[src/rtl/core/gwb_pkg.sv]
package gwb_pkg;

    localparam int DEF_MAX_PIXELS     = 8388608;
    localparam int DEF_GAIN_FRAC_BITS = 8;

    // op codes of the input beat
    localparam logic [1:0] OP_PIXEL = 2'd0;
    localparam logic [1:0] OP_ARM   = 2'd1;
    localparam logic [1:0] OP_UNITY = 2'd2;

    // channel select for the shared divider
    localparam logic [1:0] CH_BLUE  = 2'd0;
    localparam logic [1:0] CH_GREEN = 2'd1;
    localparam logic [1:0] CH_RED   = 2'd2;

    typedef struct packed {
        logic       accept;
        logic       div_load;
        logic       div_step;
        logic       gain_write;
        logic [1:0] chan;
    } gwb_cmd_t;

    typedef struct packed {
        logic out_free;
        logic calc_req;
    } gwb_stat_t;

endpackage

[src/rtl/core/gwb_divider.sv]
module gwb_divider #(
    parameter int REM_W = 35,
    parameter int QW    = 17
) (
    input  logic             aclk,
    input  logic             load,
    input  logic             step,
    input  logic [REM_W-1:0] rem_init,
    input  logic [QW-1:0]    num_lo,
    input  logic [REM_W-1:0] den,
    output logic [QW-1:0]    quot
);

    logic [REM_W-1:0] rem_reg, rem_next;
    logic [REM_W-1:0] den_reg, den_next;
    logic [QW-1:0]    shift_reg, shift_next;
    logic [REM_W:0]   trial;
    logic             qbit;

    // restoring division, one quotient bit per step; numerator bits leave the
    // top of shift_reg while quotient bits enter at the bottom
    always_comb begin
        rem_next   = rem_reg;
        den_next   = den_reg;
        shift_next = shift_reg;
        trial      = {rem_reg, shift_reg[QW-1]};
        qbit       = (trial >= {1'b0, den_reg});
        if (load) begin
            rem_next   = rem_init;
            den_next   = den;
            shift_next = num_lo;
        end else if (step) begin
            if (qbit) begin
                rem_next = REM_W'(trial - {1'b0, den_reg});
            end else begin
                rem_next = trial[REM_W-1:0];
            end
            shift_next = {shift_reg[QW-2:0], qbit};
        end
    end

    always_ff @(posedge aclk) begin
        rem_reg   <= rem_next;
        den_reg   <= den_next;
        shift_reg <= shift_next;
    end

    assign quot = shift_reg;

endmodule

[src/rtl/core/gwb_datapath.sv]
module gwb_datapath import gwb_pkg::*; #(
    parameter int MAX_PIXELS     = DEF_MAX_PIXELS,
    parameter int GAIN_FRAC_BITS = DEF_GAIN_FRAC_BITS
) (
    input  logic      aclk,
    input  logic      aresetn,
    input  gwb_cmd_t  cmd,
    output gwb_stat_t stat,
    input  logic [1:0] s_op,
    input  logic [7:0] s_blue_in,
    input  logic [7:0] s_green_in,
    input  logic [7:0] s_red_in,
    input  logic       s_frame_end,
    input  logic       m_ready,
    output logic       m_valid,
    output logic [7:0] m_red_out,
    output logic [7:0] m_green_out,
    output logic [7:0] m_blue_out,
    output logic       m_frame_end_out
);

    localparam int     GW      = GAIN_FRAC_BITS + 2;
    localparam longint SUM_MAX = 255 * longint'(MAX_PIXELS);
    localparam int     SUM_W   = $clog2(SUM_MAX + 1);
    localparam int     CNT_W   = $clog2(MAX_PIXELS + 1);
    localparam int     TOT_W   = SUM_W + 2;
    localparam int     NUM_W   = TOT_W + GAIN_FRAC_BITS + 1;
    localparam int     QW      = GAIN_FRAC_BITS + 9;
    localparam int     P_W     = 8 + GW + 1;

    localparam logic [GW-1:0]    UNITY_GAIN = GW'(1) << GAIN_FRAC_BITS;
    localparam logic [GW-1:0]    GAIN_HIGH  = GW'(3) << GAIN_FRAC_BITS;
    localparam logic [GW-1:0]    GAIN_LOW   = GW'(((3 << GAIN_FRAC_BITS) + 5) / 10);
    localparam logic [CNT_W-1:0] CNT_LIMIT  = CNT_W'(MAX_PIXELS);
    localparam logic [P_W-1:0]   ROUND_HALF = P_W'(1) << (GAIN_FRAC_BITS - 1);

    logic [GW-1:0]    gain_reg [3];
    logic [GW-1:0]    gain_next [3];
    logic [SUM_W-1:0] sum_reg [3];
    logic [SUM_W-1:0] sum_next [3];
    logic [CNT_W-1:0] count_reg, count_next;
    logic             armed_reg, armed_next;
    logic             measuring_reg, measuring_next;
    logic             frame_start_reg, frame_start_next;

    logic             m_valid_reg, m_valid_next;
    logic [7:0]       res_reg [3];
    logic [7:0]       res_next [3];
    logic             fe_out_reg;

    logic [7:0]       pix [3];
    logic [P_W-1:0]   prod [3];
    logic             is_pixel;
    logic             start_meas;
    logic             meas_now;

    logic [SUM_W-1:0] sel_sum;
    logic [TOT_W-1:0] total;
    logic [NUM_W-1:0] num;
    logic [TOT_W-1:0] den;
    logic [QW-1:0]    quot;
    logic [QW:0]      quot_inc;
    logic [QW-1:0]    quot_rnd;
    logic [GW-1:0]    new_gain;

    assign pix[CH_BLUE]  = s_blue_in;
    assign pix[CH_GREEN] = s_green_in;
    assign pix[CH_RED]   = s_red_in;

    assign is_pixel   = (s_op == OP_PIXEL);
    assign start_meas = frame_start_reg && armed_reg;
    assign meas_now   = measuring_reg || start_meas;

    assign stat.out_free = !m_valid_reg || m_ready;
    assign stat.calc_req = is_pixel && s_frame_end && meas_now;

    // per-channel scale, round half up, saturate
    always_comb begin
        for (int c = 0; c < 3; c++) begin
            prod[c] = (P_W'(pix[c]) * P_W'(gain_reg[c]) + ROUND_HALF) >> GAIN_FRAC_BITS;
            res_next[c] = (prod[c] > P_W'(255)) ? 8'hff : prod[c][7:0];
        end
    end

    // divider operands for the selected channel
    assign sel_sum = sum_reg[cmd.chan];
    assign total   = TOT_W'(sum_reg[CH_BLUE]) + TOT_W'(sum_reg[CH_GREEN])
                   + TOT_W'(sum_reg[CH_RED]);
    assign num     = {total, {(GAIN_FRAC_BITS + 1){1'b0}}};
    assign den     = TOT_W'(sel_sum) + (TOT_W'(sel_sum) << 1);

    gwb_divider #(
        .REM_W (TOT_W),
        .QW    (QW)
    ) u_div (
        .aclk     (aclk),
        .load     (cmd.div_load),
        .step     (cmd.div_step),
        .rem_init (TOT_W'(num[NUM_W-1:QW])),
        .num_lo   (num[QW-1:0]),
        .den      (den),
        .quot     (quot)
    );

    assign quot_inc = (QW + 1)'(quot) + (QW + 1)'(1);
    assign quot_rnd = quot_inc[QW:1];

    always_comb begin
        if (sel_sum < SUM_W'(count_reg) || sel_sum == '0) begin
            new_gain = UNITY_GAIN;
        end else if (quot_rnd < QW'(GAIN_LOW)) begin
            new_gain = GAIN_LOW;
        end else if (quot_rnd > QW'(GAIN_HIGH)) begin
            new_gain = GAIN_HIGH;
        end else begin
            new_gain = quot_rnd[GW-1:0];
        end
    end

    always_comb begin
        gain_next        = gain_reg;
        sum_next         = sum_reg;
        count_next       = count_reg;
        armed_next       = armed_reg;
        measuring_next   = measuring_reg;
        frame_start_next = frame_start_reg;
        m_valid_next     = m_valid_reg && !m_ready;

        if (cmd.gain_write) begin
            gain_next[cmd.chan] = new_gain;
        end

        if (cmd.accept) begin
            case (s_op)
                OP_ARM: begin
                    armed_next = 1'b1;
                end
                OP_UNITY: begin
                    for (int c = 0; c < 3; c++) begin
                        gain_next[c] = UNITY_GAIN;
                    end
                end
                OP_PIXEL: begin
                    m_valid_next = 1'b1;
                    if (start_meas) begin
                        armed_next = 1'b0;
                        for (int c = 0; c < 3; c++) begin
                            sum_next[c] = '0;
                        end
                        count_next = '0;
                    end
                    // pixels beyond the size limit are balanced but not summed
                    if (meas_now && count_next < CNT_LIMIT) begin
                        for (int c = 0; c < 3; c++) begin
                            sum_next[c] = sum_next[c] + SUM_W'(pix[c]);
                        end
                        count_next = count_next + CNT_W'(1);
                    end
                    measuring_next   = meas_now && !s_frame_end;
                    frame_start_next = s_frame_end;
                end
                default: begin
                end
            endcase
        end
    end

    always_ff @(posedge aclk) begin
        if (!aresetn) begin
            for (int c = 0; c < 3; c++) begin
                gain_reg[c] <= UNITY_GAIN;
                sum_reg[c]  <= '0;
            end
            count_reg       <= '0;
            armed_reg       <= 1'b0;
            measuring_reg   <= 1'b0;
            frame_start_reg <= 1'b1;
            m_valid_reg     <= 1'b0;
        end else begin
            gain_reg        <= gain_next;
            sum_reg         <= sum_next;
            count_reg       <= count_next;
            armed_reg       <= armed_next;
            measuring_reg   <= measuring_next;
            frame_start_reg <= frame_start_next;
            m_valid_reg     <= m_valid_next;
        end
    end

    always_ff @(posedge aclk) begin
        if (cmd.accept && is_pixel) begin
            res_reg    <= res_next;
            fe_out_reg <= s_frame_end;
        end
    end

    assign m_valid         = m_valid_reg;
    assign m_red_out       = res_reg[CH_RED];
    assign m_green_out     = res_reg[CH_GREEN];
    assign m_blue_out      = res_reg[CH_BLUE];
    assign m_frame_end_out = fe_out_reg;

endmodule

[src/rtl/core/gwb_ctrl.sv]
module gwb_ctrl import gwb_pkg::*; #(
    parameter int GAIN_FRAC_BITS = DEF_GAIN_FRAC_BITS
) (
    input  logic      aclk,
    input  logic      aresetn,
    input  logic      s_valid,
    output logic      s_ready,
    input  gwb_stat_t stat,
    output gwb_cmd_t  cmd
);

    localparam int QW    = GAIN_FRAC_BITS + 9;
    localparam int ITR_W = $clog2(QW);

    typedef enum logic [3:0] {
        S_RUN   = 4'b0001,
        S_LOAD  = 4'b0010,
        S_STEP  = 4'b0100,
        S_WRITE = 4'b1000
    } state_t;

    state_t           state_reg, state_next;
    logic [1:0]       chan_reg, chan_next;
    logic [ITR_W-1:0] iter_reg, iter_next;
    logic             take;

    assign s_ready = (state_reg == S_RUN) && stat.out_free;
    assign take    = s_valid && s_ready;

    always_comb begin
        state_next = state_reg;
        chan_next  = chan_reg;
        iter_next  = iter_reg;
        case (state_reg)
            S_RUN: begin
                // a measured frame has closed: work out the three gains
                if (take && stat.calc_req) begin
                    state_next = S_LOAD;
                    chan_next  = CH_BLUE;
                end
            end
            S_LOAD: begin
                state_next = S_STEP;
                iter_next  = ITR_W'(QW - 1);
            end
            S_STEP: begin
                if (iter_reg == '0) begin
                    state_next = S_WRITE;
                end else begin
                    iter_next = iter_reg - ITR_W'(1);
                end
            end
            S_WRITE: begin
                if (chan_reg == CH_RED) begin
                    state_next = S_RUN;
                end else begin
                    chan_next  = chan_reg + 2'd1;
                    state_next = S_LOAD;
                end
            end
            default: begin
                state_next = S_RUN;
            end
        endcase
    end

    always_ff @(posedge aclk) begin
        if (!aresetn) begin
            state_reg <= S_RUN;
            chan_reg  <= CH_BLUE;
            iter_reg  <= '0;
        end else begin
            state_reg <= state_next;
            chan_reg  <= chan_next;
            iter_reg  <= iter_next;
        end
    end

    assign cmd.accept     = take;
    assign cmd.div_load   = (state_reg == S_LOAD);
    assign cmd.div_step   = (state_reg == S_STEP);
    assign cmd.gain_write = (state_reg == S_WRITE);
    assign cmd.chan       = chan_reg;

endmodule

[src/rtl/core/gray_world_white_balance.sv]
// Output: a pixel beat shows on the m_ side in the cycle after it is accepted.
// Throughput: one beat per cycle while the output is not stalled. After the last
// pixel of a measured frame the input holds off while one shared bit-serial
// divider works out the blue, green and red gains.
// Reset: synchronous, active low; gains return to unity, no calibration pending.
module gray_world_white_balance import gwb_pkg::*; #(
    parameter int MAX_PIXELS     = DEF_MAX_PIXELS,
    parameter int GAIN_FRAC_BITS = DEF_GAIN_FRAC_BITS
) (
    input  logic       aclk,
    input  logic       aresetn,
    input  logic       s_valid,
    output logic       s_ready,
    input  logic [1:0] s_op,
    input  logic [7:0] s_blue_in,
    input  logic [7:0] s_green_in,
    input  logic [7:0] s_red_in,
    input  logic       s_frame_end,
    output logic       m_valid,
    input  logic       m_ready,
    output logic [7:0] m_red_out,
    output logic [7:0] m_green_out,
    output logic [7:0] m_blue_out,
    output logic       m_frame_end_out
);

    gwb_cmd_t  cmd;
    gwb_stat_t stat;

    gwb_ctrl #(
        .GAIN_FRAC_BITS (GAIN_FRAC_BITS)
    ) u_ctrl (
        .aclk    (aclk),
        .aresetn (aresetn),
        .s_valid (s_valid),
        .s_ready (s_ready),
        .stat    (stat),
        .cmd     (cmd)
    );

    gwb_datapath #(
        .MAX_PIXELS     (MAX_PIXELS),
        .GAIN_FRAC_BITS (GAIN_FRAC_BITS)
    ) u_dp (
        .aclk            (aclk),
        .aresetn         (aresetn),
        .cmd             (cmd),
        .stat            (stat),
        .s_op            (s_op),
        .s_blue_in       (s_blue_in),
        .s_green_in      (s_green_in),
        .s_red_in        (s_red_in),
        .s_frame_end     (s_frame_end),
        .m_ready         (m_ready),
        .m_valid         (m_valid),
        .m_red_out       (m_red_out),
        .m_green_out     (m_green_out),
        .m_blue_out      (m_blue_out),
        .m_frame_end_out (m_frame_end_out)
    );

endmodule

[config.mk]
export PLATFORM = sky130hd
export DESIGN_NAME = gray_world_white_balance
export DESIGN_NICKNAME = d
export VERILOG_FILES = /design/src/rtl/core/gwb_pkg.sv /design/src/rtl/core/gwb_divider.sv /design/src/rtl/core/gwb_datapath.sv /design/src/rtl/core/gwb_ctrl.sv /design/src/rtl/core/gray_world_white_balance.sv
export SDC_FILE = /design/constraint.sdc
export NUM_CORES = 1
export LEC_CHECK = 0
export BUFFER_PORTS_ARGS = -buffer_cell sky130_fd_sc_hd__buf_4
export CORE_MARGIN = 1
export CORE_UTILIZATION = 60
export DETAILED_ROUTE_END_ITERATION = 8
export GPL_ROUTABILITY_DRIVEN = 0
export MAX_ROUTING_LAYER = met4
export PLACE_DENSITY = 0.77
export SLEW_MARGIN = 5
export SYNTH_ARGS = -nofsm -noshare
export SYNTH_HDL_FRONTEND = slang
export SYNTH_HIERARCHICAL = 1
export SYNTH_SLANG_ARGS = --single-unit
[constraint.sdc]
create_clock -name aclk -period 7.22 [get_ports aclk]
set_input_delay 0 -clock aclk [delete_from_list [all_inputs] [get_ports aclk]]
set_output_delay 0 -clock aclk [all_outputs]
set_load 0.02 [all_outputs]
======== After elaboration in Yosys (flattened, before gate mapping) ========
Cells that the tools add are included.
W data, S select, Z words.
storage, ports and cells
  flip-flop bits (word level) ............. 270
  latch bits .............................. 0
  RAM bits ................................ 0
  ROM bits ................................ 0
  input bits .............................. 31
  output and inout bits ................... 27
  word-level logic and storage cells ...... 129
  memories kept ........................... 0
cells by class
  $add $sub $neg .......................... 14
  $mul .................................... 3
  divide/modulo/power cells ............... 0
  magnitude comparators ................... 10
  equality and inequality tests ........... 12
  shift-type cells ........................ 0
  multiplexer cells ....................... 38
  bitwise logic cells ..................... 1
  reductions and logical operators ........ 28
operator list
  cell                     number
  $mux W93                 4
  $mux W24                 4
  $add A31 B8 Y31          3
  $mux W30                 3
  $bmux W31 S2             1
  $mux W31                 2
  $add A18 B8 Y19 const B  3
  $mul A8 B10 Y18          3
  $mux W25                 2
  $mux W10                 4
  $ge A34 B33 Y1           1
  $mux W17                 2
  $add A31 B32 Y33         1
  $add A33 B31 Y33         1
  $gt A11 B8 Y1 const B    3
  $mux W33                 1
  $sub A33 B33 Y33         1
  $add A31 B31 Y32         1
  $logic_not A31 Y1        1
  $lt A31 B24 Y1           1
  $bwmux W30               1
  $add A24 B1 Y24 const B  1
  $lt A24 B24 Y1 const B   1
  $demux W10 S2            1
  other kinds (31)         60

======== Depth between registers and ports, before layout ========
  depth after elaboration ................. 11
  mapped depth ............................ 19
  mapped depth without buffers ............ 18

======== Hierarchy ========
Netlist, hierarchy kept.
modules (own cells, without submodules)
  module        instances  cells an instance  area an instance (µm²)  seq. area each (µm²)
  gwb_datapath  1          2671               21979.8                 3773.6
  gwb_divider   1          498                5531.6                  2492.4
  gwb_ctrl      1          65                 579.3                   220.2

======== Worst setup path before layout ========
OpenSTA, ideal clock, no wires.
  kind .................................... register -> register
  from .................................... register u_dp/gain_reg[6] (netlist name)
  to ...................................... register u_dp.res_reg (netlist bit u_dp/m_red_out[4]) (data pin)
  setup time .............................. 0.262 ns
  arrival ................................. 4.714 ns
  data required time ...................... 6.958 ns
  setup slack ............................. 2.243 ns
  stages on the path, launching flop included .. 17
  path buffers ............................ 1
  period minus slack after synthesis ...... 4.977 ns
  cells stage by stage .................... dfxtp_1 -> clkbuf_1 -> nand2_1 -> fa_1 -> fa_1 -> inv_1 -> fa_1 -> fa_1 -> ha_1 -> and4b_1 -> a221oi_1 -> o21ai_1 -> nor4_1 -> o311ai_0 -> nor3_1 -> nor3_2 -> or2_2
on the way
  word-level cells in the longest chain between the ends .. 3
RTL lines
  element                 line                 RTL
  from (decl)             gwb_datapath.sv:37   logic [GW-1:0] gain_reg [3];
  from (signal assigned)  gwb_datapath.sv:180  gain_reg <= gain_next;
  $mul A8 B10 Y18 *       gwb_datapath.sv:80   prod[c] = (P_W'(pix[c]) * P_W'(gain_reg[c]) + ROUND_HALF) >> GAIN_FRAC_BITS;
  $add A18 B8 Y19 *       gwb_datapath.sv:80
  $gt A11 B8 Y1           gwb_datapath.sv:81   res_next[c] = (prod[c] > P_W'(255)) ? 8'hff : prod[c][7:0];
  to (signal assigned)    gwb_datapath.sv:192  res_reg <= res_next;
  to (decl)               gwb_datapath.sv:47   logic [7:0] res_reg [3];
Mark *: on every way between the ends. The rest lies on a longest branch, timed or not.
A chain may end at the register's enable or synchronous reset.

======== Worst setup path after layout ========
  from .................................... register u_dp/gain_reg[5] (netlist name)
  to ...................................... register u_dp.res_reg (netlist bit u_dp/m_red_out[5]) (data pin)
Same word-level chain as after synthesis.

==> impl_metrics.csv <==
group,metric,value,unit
place,port_buffers,57,
timing,rsz0062_at_grt,"false",
setup_path,end_kind,"flip-flop",
drt,drcViolationCount,0,
grt,grt_pass1_vias,24100,
timing,fin_setup_tns,0,ns
layout,multi_input_area,19900,um2
grt,grt_pass1_wl,120000,um
timing,layout_min_cycle_time,5.54,ns
grt,grt_overflow,0,
synthesis,syn_avg_cell_area,8.69,um2
layout,area_growth,7.82,%
synthesis,synth_edf_count,108,
synthesis,yosysWarnings,6,
floorplan,die_w,218,um
timing,post-route-period-util,0.767,
layout,fillers,3663,
job,cap_violations,0,
layout,fin_nets,3769,
synthesis,ys_ff_latch,270,
clocking,cts_setup_buffers,0,
clocking,postCtsHoldBufs,14,
min_path,hp-class,"input pin to flip-flop",
synthesis,synth.distinct_cells,101,
layout,layout-drive-gt1-share,0.0716,
floorplan,die_h,218,um
clocking,clk_pin_slew_worst_paths,0.06,ns
outcome,outcome,"complete, no violations",
timing,worstMarginPinSlew,1.19,ns
timing,setup_ws,1.68,ns
timing,final_max_slew_viol_count,0,
layout,num_antenna_cells,0,
floorplan,coreArea,45800,um2
drt,dr.first_iter.drc_count,2141,
setup_path,timing.setup.critical_path_class,"flip-flop to flip-flop",
setup_path,path_max_fanout,9,
layout,seq_area,6490,um2
power_and_ir_drop,p_total,3.56,mW
drt,first_pass_iters,5,
power_and_ir_drop,peakVddDrop,194,uV
grt,grt_usage,0.321,
floorplan,start_util,0.614,
setup_path,cp.required,7.62,ns
setup_path,cp-start-kind,"flip-flop",
synthesis,synth_top_flop_cell,"dfxtp_1",
clocking,cts_max_level,2,
synthesis,synth_cells,3234,
timing,finalClockSkew,0.0259,ns
drt,ant_nets,0,
grt,grt_max_degree,77,
layout,largest_reg_flops,93,
synthesis,synth-async-reset-ratio,0,
floorplan,dieArea,47700,um2
timing,setup_violations,0,
timing,fmax,181,MHz
clocking,cts_tree,"yes",
synthesis,yosysSeqAreaShare,0.231,
clocking,clock_latency,0.57,ns
power_and_ir_drop,power.leakage,13.4,nW
clocking,clockBufferDepth,3,
drt,vias,24000,
place,dp_slack,1.71,ns
place,dp_hpwl,56300,um
grt,antenna_found_initial,0,
drt,wl,73600,um
clocking,clockRootBuffer,"clkbuf_16",
drt,detail_route.wl_per_cell,19.0,um
setup_path,arrival,5.94,ns
clocking,cts_made_buffers,34,
synthesis,synthesis.area,28100,um2
drt,avgViaCountPerCell,6.18,
power_and_ir_drop,power_density,118,nW/um2
clocking,clock_sinks,270,
floorplan,rows,78,
clocking,cts_resized,0,
timing,finalHoldViolCount,0,
timing,slew_headroom,0.207,
floorplan,io_pins,58,
==> stage by stage <==
stage	hold WS, ns	cell area, um2	cells	util
after floorplan	0.0989	28200	3250	-
after global placement	0.196	29000	3810	0.634
after detailed placement	0.198	29000	3810	0.634
after CTS	0.0305	30300	3880	0.662
after global routing	0.101	30300	3880	0.662
final	0.0668	30300	3880	0.662
==> synth_stat cells, drive strengths merged (23+ instances only) <==
cell type,n,area share
nand2,356,0.048
nand4,45,0.011
xor2,57,0.018
a21oi,181,0.032
mux2i,45,0.016
o21a,59,0.016
a211oi,23,0.0061
dfxtp,162,0.12
nor3,50,0.0091
a21o,52,0.014
edfxtp,108,0.12
nor2,184,0.025
nor2b,32,0.0071
a31oi,26,0.0060
o21bai,23,0.0061
fa,178,0.13
xnor2,110,0.034
and2,184,0.041
buf,25,0.0052
and3,36,0.0082
inv,335,0.045
clkbuf,91,0.012
nand3,98,0.017
o211ai,30,0.0080
o21ai,120,0.022
mux2,57,0.024
ha,300,0.13
==> power by group <==
part | internal, mW | total (mW) | leakage, nW | switching [mW]
registers | 1.58 | 1.59 | 2.37 | 0.00345
logic | 0.0725 | 0.201 | 10.5 | 0.129
clock network | 1.05 | 1.77 | 0.563 | 0.719
==> cells by family after synthesis <==
family          share of synthesized area
buf+inv                            0.0621
other cells                      0.000133
xor+xnor                           0.0521
simple gates                        0.204
fa+ha+maj                           0.260
mux                                0.0402
flops                               0.231
compound gates                      0.150
==> layout by cell type (no fill, tap or decap), drive strengths merged, types with 59 or more instances in the layout <==
cell type / instances
nor2: 184
ha: 300
o21ai: 120
o21a: 59
and2: 184
a21oi: 181
nand3: 98
dfxtp: 162
buf: 76
edfxtp: 108
fa: 178
nand2: 356
inv: 338
xnor2: 110
==> routing by layer <==
metal	track usage	share of wire	up-vias
met2	0.533	0.47	930
met4	0.159	0.050	0
met1	0.385	0.41	11600
met3	0.0391	0.063	243
li1	-	-	11200
met5	-	0	-
==> worst paths after layout <==
kind	start	to	slack (ns)	depth (start not counted)
max	u_dp/gain_reg[5]	u_dp/m_red_out[5]	1.68	15
min	s_red_in[5]	u_dp/sum_reg[5]	0.07	5
max reg2reg	u_dp/gain_reg[5]	u_dp/m_red_out[5]	1.68	15
min reg2reg	u_dp/count_reg[22]	u_dp/count_reg[22]	0.48	1
==> worst max-delay path: stages, from the launching register on <==
cell and delay, ns:
dfxtp_1 0.47, nand2_1 0.12, fa_1 0.53, fa_1 0.52, inv_1 0.05, fa_1 0.46
fa_1 0.50, ha_1 0.32, and4b_1 0.20, a221oi_1 0.44, o21ai_1 0.22, nor4_1 0.39
o311ai_0 0.31, and4_1 0.29, nor3_2 0.38, o21bai_1 0.18
==> final cells by class <==
| type | count | share of cell area |
|---|---|---|
| Clock buffer | 44 | 0.0316 |
| Clock inverter | 12 | 0.00620 |
| Sequential cell | 270 | 0.214 |
| Timing Repair Buffer | 90 | 0.0235 |
| Multi-Input combinational cell | 2529 | 0.658 |
| Inverter | 335 | 0.0416 |
| Tap cell | 600 | 0.0248 |
(Power assumes the default switching activity.)
